[src/rtl/core/ordered_list_insert_engine_assert.svh]
// assertion shorthands for the ordered list insert engine
// every macro samples on clk and is disabled while rst is high
`ifndef ORDERED_LIST_INSERT_ENGINE_ASSERT_SVH
`define ORDERED_LIST_INSERT_ENGINE_ASSERT_SVH

// condition holds at every edge out of reset
`define OLIE_ASSERT_ALWAYS(lbl, cond, msg) \
  lbl: assert property (@(posedge clk) disable iff (rst) (cond)) else $error(msg);

// consequent holds in the same cycle as the antecedent
`define OLIE_ASSERT_IMPLY(lbl, ante, cons, msg) \
  lbl: assert property (@(posedge clk) disable iff (rst) (ante) |-> (cons)) \
    else $error(msg);

// consequent holds in the cycle after the antecedent
`define OLIE_ASSERT_NEXT(lbl, ante, cons, msg) \
  lbl: assert property (@(posedge clk) disable iff (rst) (ante) |=> (cons)) \
    else $error(msg);

`endif

[src/rtl/core/olie_ram.sv]
`timescale 1ns / 1ps

module olie_ram #(
  parameter int WIDTH = 32,
  parameter int DEPTH = 64,
  localparam int AW   = (DEPTH > 1) ? $clog2(DEPTH) : 1
) (
  input  logic             clk,
  input  logic             wr_en,
  input  logic [AW-1:0]    wr_addr,
  input  logic [WIDTH-1:0] wr_data,
  input  logic             rd_en,
  input  logic [AW-1:0]    rd_addr,
  output logic [WIDTH-1:0] rd_data
);

  logic [WIDTH-1:0] mem [DEPTH];

  always_ff @(posedge clk) begin
    if (wr_en) begin
      mem[wr_addr] <= wr_data;
    end
    if (rd_en) begin
      rd_data <= mem[rd_addr];
    end
  end

endmodule

[config.mk]
export PLATFORM = sky130hd
export DESIGN_NAME = olie_ram
export DESIGN_NICKNAME = d
export VERILOG_FILES = /design/src/rtl/core/ordered_list_insert_engine_assert.svh /design/src/rtl/core/olie_ram.sv
export SDC_FILE = /design/constraint.sdc
export NUM_CORES = 2
export LEC_CHECK = 0
export BUFFER_PORTS_ARGS = -buffer_cell sky130_fd_sc_hd__buf_2
export CAP_MARGIN = 20
export CORE_MARGIN = 4
export CORE_UTILIZATION = 25
export DETAILED_ROUTE_END_ITERATION = 10
export PLACE_DENSITY = 0.4
export SLEW_MARGIN = 5
export SYNTH_ARGS = -nofsm -noshare
export SYNTH_HDL_FRONTEND = slang
export SYNTH_SLANG_ARGS = --single-unit
[constraint.sdc]
create_clock -name clk -period 9.89 [get_ports clk]
set_input_delay 2.967 -clock clk [delete_from_list [all_inputs] [get_ports clk]]
set_output_delay 2.967 -clock clk [all_outputs]
set_load 0.05 [all_outputs]
== Yosys cells after proc, flatten, opt, wreduce, memory -nomap -nowiden ==
Memory sizes are Yosys's and may differ from the RTL's. A register that Yosys moved wholly into a read port is not among the register bits.
Index checks and enable logic that the tools add are counted.
Widths: inputs -> output; s select.

* Mux-type cells: 2

{| class="wikitable"
|+ Operator list
! cell !! count
|-
| $mux 1 || 2
|}

* Register bits: 0
* Memory bits (writable): 2048
* Bits of input ports: 47
* Word-level logic and storage cells: 3
* Memories: 1

{| class="wikitable"
|+ Memories
! name !! words !! bits a word !! read ports !! clocked after Yosys merged registers in !! write ports !! line !! RTL
|-
| mem || 64 || 32 || 1 || 1 || 1 || olie_ram.sv:17 || <nowiki>logic [WIDTH-1:0] mem [DEPTH];</nowiki>
|}

== Depth between registers and ports, before layout ==
* Depth after elaboration: 2
* Depth in mapped cells: 10
* Depth with buffers taken out: 5

== Least setup slack after synthesis ==
No wires, ideal clock.

* Path type: input -> register
* Start: input wr_addr[3]
* End: memory mem[48][0] (enable)
* Library setup time: 0.461 ns
* Data arrival time: 5.666 ns
* Required time: 9.429 ns
* Path slack: 3.763 ns
* Cell stages on the path: 4
* Buffers on the path: 1
* Cell sequence: clkbuf_1 -> nor2b_1 -> nand4b_1 -> nor3_1

{| class="wikitable"
|+ RTL lines
! what !! line !! RTL
|-
| from (decl) || olie_ram.sv:10 || <nowiki>input logic [AW-1:0] wr_addr,</nowiki>
|-
| to (decl) || olie_ram.sv:17 ||
|}

No word-level cell before the write port.

==> summary by stage <==
Outcome
The run finished with clean final reports.

CTS
The TritonCTS buffer count is ~220. Clock latency on the worst-skew pair, taken at its later pin, is 0.86 ns. The buffer count from post-CTS setup fixing is 0. The CTS sink count is 2080. The count of hold buffers inserted by post-cts repair is 0. The number of gates given a new drive strength after cts is 0.

TritonCTS built the clock tree. The number of buffers on the longest clock path is 3. The maximum level of the CTS H-tree is 4. The clock root buffer master is clkbuf_16. The clock-pin transition on the worst setup and hold timing paths is 0.06 ns.

Layout
The relative area change from synthesis to final layout is 17.0%. The top cell types in the final layout, fill and taps aside, are 2080 x edfxtp_1, 544 x mux4_2, 225 x clkbuf_16, 126 x buf_4, 93 x mux2i_1. Leaving out fill and tap cells, the most frequent cell in the layout is edfxtp_1.

The share of post-route cells with drive strength above 1 is 29.8%. The net count of the finished layout is 3633. The total of fill cells in the finished design is 30300. The sequential cell area is 62500 µm². The area of combinational cells with multiple inputs is 16000 µm². After the flow finishes, the layout carries non-filler instances totaling 7910.

Once layout is complete, the utilization of the core stands at between 20% and 30%.

Global route
The first global-routing pass estimated 337000 µm of wire. The initial antenna violation count is 20. The global-route usage over all layers is 15.0%. The total overflow left after global routing is 0. The number of global-route vias before repair is 38300. The largest net degree at the start of global routing is 81.

Setup path
The critical path startpoint category is an input port. Along the worst path, the maximum fanout reaches 42. At the worst endpoint, the required time is 10.45 ns. The critical path arrival is between 6 and 7 ns. The critical path start-end classification is in2reg. The kind of end point of the critical path is a flip-flop.

Timing
The number of max-slew violations in the final report is 0. The highest clock frequency the design can meet is 170 MHz. The final setup slack of the worst path is around 4 ns. The worst relative slew slack is 29.8%. The number of hold violations in the final report was 0. In the finished design, the share of the clock period the worst path needs comes to between 50 and 60%.

The number of endpoints failing setup at the final stage is 0. The worst hold slack is 0.903 ns. Setup repair after global routing left no endpoint under its margin.

The final setup skew is 0.0297 ns. The sum of negative setup slack is 0 ns. The worst path needs 5.88 ns of the cycle, external delays included. The actual transition at the worst max-transition pin is ~1.1 ns.

Routing
The number of detailed-route iterations in the first pass is 5. After detailed routing, the average wire length per cell comes to 31.3 µm. Wires add up to 247000 µm. For this run, design rule violations remaining after detail routing come to 0. For this block, the initial DRC count from the detailed router was 3854. Dividing the detail-routed via count by the number of cells gives 4.68. The residual antenna-violating net count after detailed routing is 0. The routed layout has about 37000 vias.

Die
The initial core utilization is 25.2%. The overall die height is 570 µm. The full die area is 324000 µm². The core region is 313000 µm². The top-level I/O count is between 70 and 80. The number of core rows is 205. The chip width is 570 µm.

Synthesis
Synthesis handed over a netlist of 3324 instances. The number of warnings reported in the yosys synthesis log is 0. The main flop type after synthesis is edfxtp_1. The net count after synthesis is 3371. The synthesized area is slightly below 80000 µm². The count of flip-flops with a built-in enable after synthesis is 2080. The number of distinct library cells after synthesis is 33. Each instance of the synthesized netlist takes up on average 23.7 µm². The share of synthesized registers carrying an async set or reset is 0%. After synthesis the netlist holds a flip-flop and latch count of between 2000 and 2500. The post-synthesis sequential area ratio is between 70% and 80%.

Pwr
The peak supply drop is 139 µV. Power spread over the standard cell area amounts to ~200 nW/µm². In this run the static leakage power is 0.0279 µW.

Place
The placed wire-length estimate is ~130000 µm. The placer's final routability congestion estimate is 0.716. The number of placed instances, taps included is 7500. The number of port buffers is 78.

OpenSTA, run right after detailed placement, puts the worst setup slack at 3.04 ns.

Job
The max-cap violation count is 0.

Min path
The min-delay analysis places its worst path in the category reg2reg.
-- power by group --
group	switching, µW	total, µW	internal, µW
Clock	3440	8040	4600
Sequential	34.1	9820	9780
Combinational	658	984	326
Total	4130	18800	14700
-- metrics by stage --
stage / total power (µW) / area (µm²)
floorplan: 10500 / 78800
global route: 19500 / 92300
CTS: 19100 / 92200
finish: 18800 / 92300
detailed placement: 11000 / 85300
global placement: 11000 / 85200
-- per-layer routing --
layer  up-vias  share of wire [%]  GRT usage, %
met2      1011                 49          24.8
met3       309                4.2          1.92
met5         -                  0             0
met1     20800                 45          21.1
li1      14900                  -             -
met4         0                2.2          3.60
-- worst max-delay path, stage by stage --
cell,delay [ns]
buf_8,0.45
buf_4,0.59
buf_4,0.42
mux4_2,0.55
mux4_2,0.52
o22ai_1,0.71
nor2_1,0.12
-- final cells by class --
type / count / area share, %
Antenna cell: 4 / 0.0108
Clock buffer: 286 / 6.35
Clock inverter: 117 / 1.18
Multi-Input combinational cell: 1062 / 17.3
Sequential cell: 2080 / 67.7
Tap cell: 4140 / 5.61
Timing Repair Buffer: 221 / 1.85
-- logic make-up (layout without fill, tap and decap cells) --
group                  after synthesis  after routing  share of synthesized area, %
flip-flops                        2080           2080                          79.2
multiplexers                       637            637                          16.7
AND/OR/NAND/NOR                    223            223                          1.26
AO/OA/AOI/OAI                      202            202                          1.67
buffers and inverters              182            624                          1.12
other                                0              4                             0
-- path summary, 6_finish.rpt --
check / to / slack [ns] / from / cells past startpoint
worst max-delay path: rd_data[13]$_DFFE_PP_ / 4.01 / rd_addr[0] / 7
worst min-delay path: rd_data[17]$_DFFE_PP_ / 0.90 / mem[12][17]$_DFFE_PP_ / 4
worst max register to register: rd_data[28]$_DFFE_PP_ / 7.31 / mem[7][28]$_DFFE_PP_ / 5
worst min register to register: rd_data[17]$_DFFE_PP_ / 0.90 / mem[12][17]$_DFFE_PP_ / 4
-- synthesized netlist by cell type, drive strengths merged (7+ instances only) --
master     n  share of area [%]
a22oi     12               0.11
nand2     26               0.12
a21oi     62               0.39
mux2i     93                1.2
o22ai     84               0.67
nor3       7              0.044
o221ai    27               0.30
edfxtp  2080                 79
nand2b     8              0.063
nor2     137               0.65
nor2b     15               0.12
mux4     544                 16
clkbuf    74               0.35
buf      108               0.77
a311oi     8              0.089
-- flip-flops by register name, summed over array words and instances (netlist names) --
name	count
mem	2048
rd_data	32
No activity file was read; power rests on OpenSTA's default activity.
